[src/sv/gpl_pkg.sv]
`timescale 1ns / 1ps
// ----------------------------------------------------------------------------
// gpl_pkg
// Shared types, constants and the built-in gradient table of the gradient
// palette lookup.
// ----------------------------------------------------------------------------
package gpl_pkg;

  localparam int PALETTE_SIZE  = 256;
  localparam int MAX_STOPS     = 5;
  localparam int NUM_STOP_REGS = 5;
  localparam int NUM_SEG_SLOTS = NUM_STOP_REGS - 1;
  localparam int NUM_CH        = 3;
  localparam int QUO_W         = 8;
  localparam int REM_W         = 16;
  localparam int APB_ADDR_W    = 6;
  localparam int APB_DATA_W    = 64;

  localparam logic [2:0] PRESET_CUSTOM = 3'd6;
  localparam logic [2:0] CUSTOM_LIMIT  =
    3'(((MAX_STOPS - 1) < NUM_SEG_SLOTS) ? (MAX_STOPS - 1) : NUM_SEG_SLOTS);

  typedef enum logic [2:0] {
    REG_PRESET,
    REG_SEG_COUNT,
    REG_STOP_0,
    REG_STOP_1,
    REG_STOP_2,
    REG_STOP_3,
    REG_STOP_4
  } reg_idx_t;

  typedef struct packed {
    logic [8:0]            pos;
    logic [0:2][7:0]       ch;
  } stop_t;

  typedef struct packed {
    logic [2:0]                      nseg;
    stop_t [0:NUM_STOP_REGS-1]       s;
  } gradient_t;

  typedef struct packed {
    logic                  covered;
    logic [7:0]            off;
    logic [8:0]            span;
    logic [0:2][7:0]       start;
    logic [0:2]            neg;
    logic [0:2][7:0]       mag;
  } s1_t;

  typedef struct packed {
    logic                  covered;
    logic [8:0]            span;
    logic [0:2][7:0]       start;
    logic [0:2]            neg;
    logic [0:2][REM_W-1:0] rem;
    logic [0:2][QUO_W-1:0] quo;
  } div_t;

  function automatic stop_t mk_stop(input logic [8:0] p, input logic [7:0] r,
                                    input logic [7:0] g, input logic [7:0] b);
    mk_stop = {p, r, g, b};
  endfunction

  function automatic gradient_t builtin_grad(input logic [2:0] sel);
    gradient_t g;
    g = '0;
    unique case (sel)
      3'd0: begin
        g.nseg = 3'd4;
        g.s[0] = mk_stop(9'd0,   8'd0,   8'd0,   8'd255);
        g.s[1] = mk_stop(9'd64,  8'd0,   8'd255, 8'd255);
        g.s[2] = mk_stop(9'd128, 8'd0,   8'd255, 8'd0);
        g.s[3] = mk_stop(9'd192, 8'd255, 8'd255, 8'd0);
        g.s[4] = mk_stop(9'd256, 8'd255, 8'd0,   8'd0);
      end
      3'd1: begin
        g.nseg = 3'd4;
        g.s[0] = mk_stop(9'd0,   8'd0,   8'd0,   8'd0);
        g.s[1] = mk_stop(9'd32,  8'd26,  8'd2,   8'd112);
        g.s[2] = mk_stop(9'd64,  8'd111, 8'd13,  8'd170);
        g.s[3] = mk_stop(9'd128, 8'd249, 8'd44,  8'd84);
        g.s[4] = mk_stop(9'd256, 8'd247, 8'd255, 8'd175);
      end
      3'd2: begin
        g.nseg = 3'd2;
        g.s[0] = mk_stop(9'd0,   8'd0,   8'd0,   8'd0);
        g.s[1] = mk_stop(9'd96,  8'd249, 8'd44,  8'd84);
        g.s[2] = mk_stop(9'd256, 8'd247, 8'd255, 8'd175);
      end
      3'd3: begin
        g.nseg = 3'd1;
        g.s[0] = mk_stop(9'd0,   8'd19,  8'd95,  8'd64);
        g.s[1] = mk_stop(9'd256, 8'd255, 8'd255, 8'd255);
      end
      3'd4: begin
        g.nseg = 3'd3;
        g.s[0] = mk_stop(9'd0,   8'd0,   8'd0,   8'd0);
        g.s[1] = mk_stop(9'd96,  8'd90,  8'd15,  8'd235);
        g.s[2] = mk_stop(9'd160, 8'd166, 8'd160, 8'd254);
        g.s[3] = mk_stop(9'd256, 8'd238, 8'd172, 8'd255);
      end
      3'd5: begin
        g.nseg = 3'd1;
        g.s[0] = mk_stop(9'd0,   8'd0,   8'd0,   8'd0);
        g.s[1] = mk_stop(9'd256, 8'd255, 8'd255, 8'd255);
      end
      default: g = '0;
    endcase
    builtin_grad = g;
  endfunction

endpackage

[src/sv/gpl_seg_select.sv]
`timescale 1ns / 1ps
// ----------------------------------------------------------------------------
// gpl_seg_select
// First pipeline stage: picks the gradient, finds the segment that holds the
// index and registers offset, span, start colors and channel deltas.
// ----------------------------------------------------------------------------
module gpl_seg_select (
  input  logic                                        clk,
  input  logic                                        rst,
  input  logic                                        down_en,
  output logic                                        up_en,
  input  logic                                        in_valid,
  input  logic [7:0]                                  color_index,
  input  logic [2:0]                                  palette_preset,
  input  logic [2:0]                                  segment_count,
  input  gpl_pkg::stop_t [0:gpl_pkg::NUM_STOP_REGS-1] stops,
  output logic                                        valid,
  output gpl_pkg::s1_t                                data
);
  import gpl_pkg::*;

  gradient_t  grad;
  logic       hit;
  logic [1:0] hit_idx;
  stop_t      stop_a;
  stop_t      stop_b;
  logic [8:0] idx_ext;
  logic [8:0] diff;
  s1_t        data_next;

  assign up_en   = !valid || down_en;
  assign idx_ext = {1'b0, color_index};

  always_comb begin
    grad = '0;
    if (palette_preset < PRESET_CUSTOM) begin
      grad = builtin_grad(palette_preset);
    end else if (palette_preset == PRESET_CUSTOM) begin
      grad.nseg = (segment_count > CUSTOM_LIMIT) ? CUSTOM_LIMIT : segment_count;
      grad.s    = stops;
    end
  end

  always_comb begin
    hit     = 1'b0;
    hit_idx = '0;
    for (int i = 0; i < NUM_SEG_SLOTS; i++) begin
      if (3'(i) < grad.nseg && idx_ext >= grad.s[i].pos && idx_ext < grad.s[i+1].pos) begin
        hit     = 1'b1;
        hit_idx = 2'(i);
      end
    end
  end

  assign stop_a = grad.s[3'(hit_idx)];
  assign stop_b = grad.s[3'(hit_idx) + 3'd1];

  always_comb begin
    diff              = '0;
    data_next.covered = hit && (idx_ext < 9'(PALETTE_SIZE));
    data_next.off     = 8'(idx_ext - stop_a.pos);
    data_next.span    = stop_b.pos - stop_a.pos;
    data_next.start   = stop_a.ch;
    data_next.neg     = '0;
    data_next.mag     = '0;
    for (int c = 0; c < NUM_CH; c++) begin
      diff             = {1'b0, stop_b.ch[c]} - {1'b0, stop_a.ch[c]};
      data_next.neg[c] = diff[8];
      data_next.mag[c] = diff[8] ? 8'(-diff) : diff[7:0];
    end
  end

  always_ff @(posedge clk) begin
    if (rst) begin
      valid <= 1'b0;
    end else if (up_en) begin
      valid <= in_valid;
    end
  end

  always_ff @(posedge clk) begin
    if (up_en) begin
      data <= data_next;
    end
  end

endmodule

[src/sv/gpl_scale.sv]
`timescale 1ns / 1ps
// ----------------------------------------------------------------------------
// gpl_scale
// Second pipeline stage: multiplies offset by the delta magnitude and adds the
// rounding bias that turns a truncating division into a floor for falling
// channels.
// ----------------------------------------------------------------------------
module gpl_scale (
  input  logic          clk,
  input  logic          rst,
  input  logic          down_en,
  output logic          up_en,
  input  logic          in_valid,
  input  gpl_pkg::s1_t  in_data,
  output logic          valid,
  output gpl_pkg::div_t data
);
  import gpl_pkg::*;

  div_t data_next;

  assign up_en = !valid || down_en;

  always_comb begin
    data_next.covered = in_data.covered;
    data_next.span    = in_data.span;
    data_next.start   = in_data.start;
    data_next.neg     = in_data.neg;
    data_next.quo     = '0;
    for (int c = 0; c < NUM_CH; c++) begin
      data_next.rem[c] = REM_W'(in_data.off) * REM_W'(in_data.mag[c])
                       + (in_data.neg[c] ? (REM_W'(in_data.span) - REM_W'(1)) : '0);
    end
  end

  always_ff @(posedge clk) begin
    if (rst) begin
      valid <= 1'b0;
    end else if (up_en) begin
      valid <= in_valid;
    end
  end

  always_ff @(posedge clk) begin
    if (up_en) begin
      data <= data_next;
    end
  end

endmodule

[src/sv/gpl_divider.sv]
`timescale 1ns / 1ps
// ----------------------------------------------------------------------------
// gpl_divider
// Pipelined restoring divider for the three channels: four register stages,
// each resolving two quotient bits against the segment span.
// ----------------------------------------------------------------------------
module gpl_divider (
  input  logic          clk,
  input  logic          rst,
  input  logic          down_en,
  output logic          up_en,
  input  logic          in_valid,
  input  gpl_pkg::div_t in_data,
  output logic          valid,
  output gpl_pkg::div_t data
);
  import gpl_pkg::*;

  localparam int BITS_PER_STAGE = 2;
  localparam int DIV_STAGES     = QUO_W / BITS_PER_STAGE;

  div_t                  stage_in   [0:DIV_STAGES-1];
  logic [0:DIV_STAGES-1] stage_in_v;
  div_t                  stage_q    [1:DIV_STAGES];
  logic [1:DIV_STAGES]   stage_v;
  logic [DIV_STAGES:0]   en;

  function automatic div_t div_step(input div_t d, input int hi);
    div_t             r;
    logic [REM_W-1:0] trial;
    r = d;
    for (int c = 0; c < NUM_CH; c++) begin
      for (int k = 0; k < BITS_PER_STAGE; k++) begin
        trial = REM_W'(d.span) << (hi - k);
        if (r.rem[c] >= trial) begin
          r.rem[c]               = r.rem[c] - trial;
          r.quo[c][3'(hi - k)]   = 1'b1;
        end
      end
    end
    div_step = r;
  endfunction

  always_comb begin
    stage_in[0]   = in_data;
    stage_in_v[0] = in_valid;
    for (int s = 1; s < DIV_STAGES; s++) begin
      stage_in[s]   = stage_q[s];
      stage_in_v[s] = stage_v[s];
    end
  end

  assign en[DIV_STAGES]  = down_en;
  assign up_en           = en[0];

  for (genvar s = 0; s < DIV_STAGES; s++) begin : g_stage
    assign en[s] = !stage_v[s+1] || en[s+1];
  end

  always_ff @(posedge clk) begin
    if (rst) begin
      stage_v <= '0;
    end else begin
      for (int s = 0; s < DIV_STAGES; s++) begin
        if (en[s]) begin
          stage_v[s+1] <= stage_in_v[s];
        end
      end
    end
  end

  always_ff @(posedge clk) begin
    for (int s = 0; s < DIV_STAGES; s++) begin
      if (en[s]) begin
        stage_q[s+1] <= div_step(stage_in[s], QUO_W - 1 - BITS_PER_STAGE * s);
      end
    end
  end

  assign valid = stage_v[DIV_STAGES];
  assign data  = stage_q[DIV_STAGES];

endmodule

[src/sv/gradient_palette_lookup.sv]
`timescale 1ns / 1ps
// ----------------------------------------------------------------------------
// gradient_palette_lookup
// Maps an 8-bit index to an RGB color on a piecewise-linear gradient, either
// one of six built-in gradients or up to four custom segments set through the
// APB registers. The block takes one item per clock while in_ready is high:
// one stage finds the segment, one scales the offset, four divider stages
// resolve two quotient bits each, and the output register adds the step to
// the start color. Every stage holds its item while the next one is full, so
// a stall at the output backs up one stage at a time and a new item is still
// taken while a bubble remains in the pipeline. Registers are 64-bit words at
// byte address 8 times their number.
// ----------------------------------------------------------------------------
module gradient_palette_lookup (
  input  logic                              clk,
  input  logic                              rst,
  input  logic                              psel,
  input  logic                              penable,
  input  logic                              pwrite,
  input  logic [gpl_pkg::APB_ADDR_W-1:0]    paddr,
  input  logic [gpl_pkg::APB_DATA_W-1:0]    pwdata,
  output logic [gpl_pkg::APB_DATA_W-1:0]    prdata,
  output logic                              pready,
  input  logic                              in_valid,
  output logic                              in_ready,
  input  logic [7:0]                        color_index,
  output logic                              out_valid,
  input  logic                              out_ready,
  output logic [7:0]                        red,
  output logic [7:0]                        green,
  output logic [7:0]                        blue,
  output logic                              covered
);
  import gpl_pkg::*;

  logic [2:0]                     palette_preset;
  logic [2:0]                     segment_count;
  stop_t [0:NUM_STOP_REGS-1]      stops;
  reg_idx_t                       reg_sel;
  logic                           wr_en;

  logic                           seg_valid;
  s1_t                            seg_data;
  logic                           seg_up_en;
  logic                           scale_valid;
  div_t                           scale_data;
  logic                           scale_up_en;
  logic                           div_valid;
  div_t                           div_data;
  logic                           div_up_en;
  logic                           out_en;
  logic [0:2][7:0]                color_next;

  assign pready  = 1'b1;
  assign reg_sel = reg_idx_t'(paddr[APB_ADDR_W-1:3]);
  assign wr_en   = psel && penable && pwrite;

  always_ff @(posedge clk) begin
    if (rst) begin
      palette_preset <= 3'd0;
      segment_count  <= 3'd4;
      stops          <= '0;
    end else if (wr_en) begin
      unique case (reg_sel)
        REG_PRESET:    palette_preset <= pwdata[2:0];
        REG_SEG_COUNT: segment_count  <= pwdata[2:0];
        REG_STOP_0:    stops[0]       <= stop_t'(pwdata[32:0]);
        REG_STOP_1:    stops[1]       <= stop_t'(pwdata[32:0]);
        REG_STOP_2:    stops[2]       <= stop_t'(pwdata[32:0]);
        REG_STOP_3:    stops[3]       <= stop_t'(pwdata[32:0]);
        REG_STOP_4:    stops[4]       <= stop_t'(pwdata[32:0]);
        default: begin
        end
      endcase
    end
  end

  always_comb begin
    unique case (reg_sel)
      REG_PRESET:    prdata = APB_DATA_W'(palette_preset);
      REG_SEG_COUNT: prdata = APB_DATA_W'(segment_count);
      REG_STOP_0:    prdata = APB_DATA_W'(stops[0]);
      REG_STOP_1:    prdata = APB_DATA_W'(stops[1]);
      REG_STOP_2:    prdata = APB_DATA_W'(stops[2]);
      REG_STOP_3:    prdata = APB_DATA_W'(stops[3]);
      REG_STOP_4:    prdata = APB_DATA_W'(stops[4]);
      default:       prdata = '0;
    endcase
  end

  gpl_seg_select u_seg_select (
    .clk            (clk),
    .rst            (rst),
    .down_en        (scale_up_en),
    .up_en          (seg_up_en),
    .in_valid       (in_valid),
    .color_index    (color_index),
    .palette_preset (palette_preset),
    .segment_count  (segment_count),
    .stops          (stops),
    .valid          (seg_valid),
    .data           (seg_data)
  );

  gpl_scale u_scale (
    .clk      (clk),
    .rst      (rst),
    .down_en  (div_up_en),
    .up_en    (scale_up_en),
    .in_valid (seg_valid),
    .in_data  (seg_data),
    .valid    (scale_valid),
    .data     (scale_data)
  );

  gpl_divider u_divider (
    .clk      (clk),
    .rst      (rst),
    .down_en  (out_en),
    .up_en    (div_up_en),
    .in_valid (scale_valid),
    .in_data  (scale_data),
    .valid    (div_valid),
    .data     (div_data)
  );

  assign in_ready = seg_up_en;
  assign out_en   = !out_valid || out_ready;

  always_comb begin
    for (int c = 0; c < NUM_CH; c++) begin
      if (!div_data.covered) begin
        color_next[c] = '0;
      end else if (div_data.neg[c]) begin
        color_next[c] = div_data.start[c] - div_data.quo[c];
      end else begin
        color_next[c] = div_data.start[c] + div_data.quo[c];
      end
    end
  end

  always_ff @(posedge clk) begin
    if (rst) begin
      out_valid <= 1'b0;
    end else if (out_en) begin
      out_valid <= div_valid;
    end
  end

  always_ff @(posedge clk) begin
    if (out_en) begin
      red     <= color_next[0];
      green   <= color_next[1];
      blue    <= color_next[2];
      covered <= div_data.covered;
    end
  end

endmodule

[config.mk]
export PLATFORM = sky130hd
export DESIGN_NAME = gradient_palette_lookup
export DESIGN_NICKNAME = d
export VERILOG_FILES = /design/src/sv/gpl_pkg.sv /design/src/sv/gpl_seg_select.sv /design/src/sv/gpl_scale.sv /design/src/sv/gpl_divider.sv /design/src/sv/gradient_palette_lookup.sv
export SDC_FILE = /design/constraint.sdc
export NUM_CORES = 2
export LEC_CHECK = 0
export BUFFER_PORTS_ARGS = -buffer_cell sky130_fd_sc_hd__buf_2
export CORE_UTILIZATION = 50
export CTS_CLUSTER_DIAMETER = 30
export DETAILED_ROUTE_END_ITERATION = 8
export PLACE_DENSITY = 0.71
export SYNTH_ARGS = -nofsm -noshare
export SYNTH_HDL_FRONTEND = slang
export SYNTH_SLANG_ARGS = --single-unit
[constraint.sdc]
create_clock -name clk -period 13 [get_ports clk]
set_clock_uncertainty 0.1 [all_clocks]
set_input_delay 2.6 -clock clk [delete_from_list [all_inputs] [get_ports clk]]
set_output_delay 2.6 -clock clk [all_outputs]
set_load 0.02 [all_outputs]
==> impl_metrics.json <==
{
  "seq_area_sq_mm": 0.0180,
  "cts_root_buf": "clkbuf_16",
  "cts_hold_buf": 0,
  "htreeDepth": 4,
  "end_kind": "flip-flop",
  "hold_ws_ns": 0.306,
  "synthTopCellsByArea": "edfxtp_1 (29%), ha_1 (11%), fa_1 (7.3%), dfxtp_1 (7.3%), nand2_1 (5.7%)",
  "rsz0062_at_grt": "false",
  "cp_top_family": "compound AO/OA/AOI/OAI gates",
  "gp_congestion": 0.987,
  "cts.sinks": 658,
  "port_buffers": 110,
  "start_util": 0.506,
  "wirelength_um": 128000,
  "crit_fanout": 52,
  "antenna_found_initial": 3,
  "postCtsResizedCells": 0,
  "syn_inst": 5189,
  "crit_path_frequent_cell": "a21oi_1",
  "dp_hpwl_um": 92100,
  "die_x_um": 315,
  "ys_ff_latch": 658,
  "slew_headroom": 0.104,
  "avgSynthCellArea_sq_um": 9.42,
  "cts_tree": "built",
  "maxCapViolCount": 0,
  "grt_util_met1": 0.330,
  "clockBufferDepth": 3,
  "synth_flop_cell": "edfxtp_1",
  "final-max-slew-violation-count": 0,
  "syn_to_final_growth_pct": 13.3,
  "crit_buf_inv": 5,
  "setup_violations": 0,
  "yosysTopAreaCell": "edfxtp_1",
  "status": "completed",
  "drtIter0Drc": 3117,
  "cpPeakStageDelay_ns": 0.74,
  "dr_total_vias": 38600,
  "crit_arrival_ns": 9.70,
  "fin_crit_ns": 9.34,
  "cts_setup_buffers": 0,
  "worst-setup-path-type": "flip-flop to flip-flop",
  "cp_slowest_cell": "o41ai_1",
  "rows": 114,
  "wl_per_cell_um": 19.2,
  "yosysTopAreaCellShare": 0.295,
  "clock_latency_ns": 0.74,
  "tightestPinTransition_ns": 1.33,
  "coreArea_sq_mm": 0.0967,
  "cts_buffers": 136,
  "ant_nets": 0,
  "yosysSeqAreaShare": 0.368,
  "ys_types": 95,
  "gr-total-overflow": 0,
  "min_path_type": "flip-flop to flip-flop",
  "fin_nets": 5961,
  "die_area_sq_mm": 0.0990,
  "ios": 177,
  "n_fill_cell": 8263,
  "grt_max_degree": 103,
  "required_ns": 13.36,
  "vias_per_cell": 5.80,
  "finalHoldViolCount": 0,
  "met2_usage": 0.427,
  "min_period_over_period": 0.718,
  "dr.pass1.iters": 6,
  "start_kind": "flip-flop",
  "use_met3": 0.0512,
  "grt_pass1_wl_um": 203000,
  "multiInputGateArea_sq_mm": 0.0286,
  "final.setup.tns_ns": 0,
  "clkSlewWorstSetupHoldPaths_ns": 0.05,
  "syn_area_sq_mm": 0.0489,
  "drive_gt1_frac": 0.0975,
  "yosysWarnings": 0,
  "die_h_um": 315,
  "grt_pass1_vias": 38200,
  "fmax_mhz": 107,
  "drc": 0,
  "postSynth.asyncResetShare": 0,
  "busiest_layer": "met2",
  "synth_edf_count": 480,
  "grt_use_total": 0.260
}
[worst reg2reg max path: cells and delay by family (launching register included)]
| family | cells | cell delay, ns |
|---|---|---|
| buf+inv | 5 | 1.84 |
| xor+xnor | 1 | 0.12 |
| fa+ha+maj | 4 | 1.48 |
| compound gates | 13 | 3.66 |
| simple gates | 3 | 1.37 |
| mux | 1 | 0.20 |
| flops | 1 | 0.31 |
[synthesized netlist by cell type, drive strengths merged, types with 10 or more instances]
master,count
o221ai,10
xnor2,175
a21oi,481
nand3,71
xor2,78
or3,19
or2,21
nor2b,79
and2,126
nand2,744
o41ai,10
o31ai,24
or4,17
nor3b,13
mux2i,77
o21bai,22
inv,392
nand4,40
a21o,111
dfxtp,178
clkbuf,166
a221oi,12
a211oi,27
mux2,78
nor2,306
nor4,24
ha,436
and3,18
o22ai,12
a21boi,24
a221o,34
o21a,50
a311oi,12
a211o,11
nand2b,61
o21ai,213
o211ai,25
buf,80
fa,179
a2111oi,11
nor3,87
a22o,32
a31oi,33
edfxtp,480
[per-layer routing]
| metal | wire length [um] | up-vias |
|---|---|---|
| met5 | 26 | - |
| met4 | 5730 | 4 |
| met2 | 59500 | 1401 |
| met3 | 9210 | 334 |
| li1 | - | 18500 |
| met1 | 53300 | 18400 |
[cell families (layout without fill, tap and decap cells)]
logic type,Yosys count,count (layout),synth area share
AND/OR/NAND/NOR,1651,1651,0.156
buffers and inverters,638,795,0.0523
multiplexers,158,158,0.0358
XOR/XNOR,253,253,0.0453
AO/OA/AOI/OAI,1214,1214,0.158
other,2,34,0.000154
adder cells (fa/ha/maj),615,615,0.185
flip-flops,658,658,0.368
[cells in the final DEF (no fill, tap or decap), types with 68 or more instances in the layout]
master     instances
nand2_1          742
a21oi_1          481
edfxtp_1         480
ha_1             436
inv_1            389
nor2_1           302
o21ai_0          208
fa_1             179
dfxtp_1          178
xnor2_1          175
clkbuf_16        137
and2_1           125
a21o_1           111
buf_2            109
nor3_1            82
xor2_1            78
nor2b_1           77
mux2i_1           77
nand3_1           68
[flip-flops by register name, summed over array words and instances (netlist names)]
register and cells:
u_divider.stage_q 301, stops 165, u_scale.data 85, u_seg_select.data 69, blue 8, green 8, red 8, u_divider.stage_v 4
palette_preset 3, segment_count 3, covered 1, out_valid 1, u_scale.valid 1, u_seg_select.valid 1
[metrics by stage]
| step | utilization | setup slack (ns) | cell area (sq um) | cells |
|---|---|---|---|---|
| 6_report | 0.573 | 3.66 | 55400 | 6654 |
| 5_1_grt | 0.573 | 3.16 | 55400 | 6653 |
| 4_1_cts | 0.573 | 3.84 | 55400 | 6652 |
| 3_5_place_dp | 0.522 | 3.68 | 50500 | 6399 |
| 3_3_place_gp | 0.522 | 3.93 | 50500 | 6399 |
| 2_1_floorplan | - | 4.89 | 49000 | 5219 |
[final timing paths]
path,startpoint,to,slack [ns],cells after the start
max reg2reg,palette_preset[2],u_seg_select.data[23],3.66,27
min reg2reg,u_divider.stage_q[0][308],u_divider.stage_q[0][417],0.31,0
max,palette_preset[2],u_seg_select.data[23],3.66,27
min,u_divider.stage_q[0][308],u_divider.stage_q[0][417],0.31,0
[area by class of cell]
type / count / area share
multi-input combinational: 3923 / 0.517
clock inverter: 91 / 0.0238
antenna: 2 / 0.0000903
tap: 1276 / 0.0288
clock buffer: 162 / 0.0643
timing repair buffer: 150 / 0.0154
sequential: 658 / 0.324
inverter: 392 / 0.0266
Power is left out: the tool's default activity adds up to more than one toggle a clock period on the data nets, which glitch-free logic cannot reach.
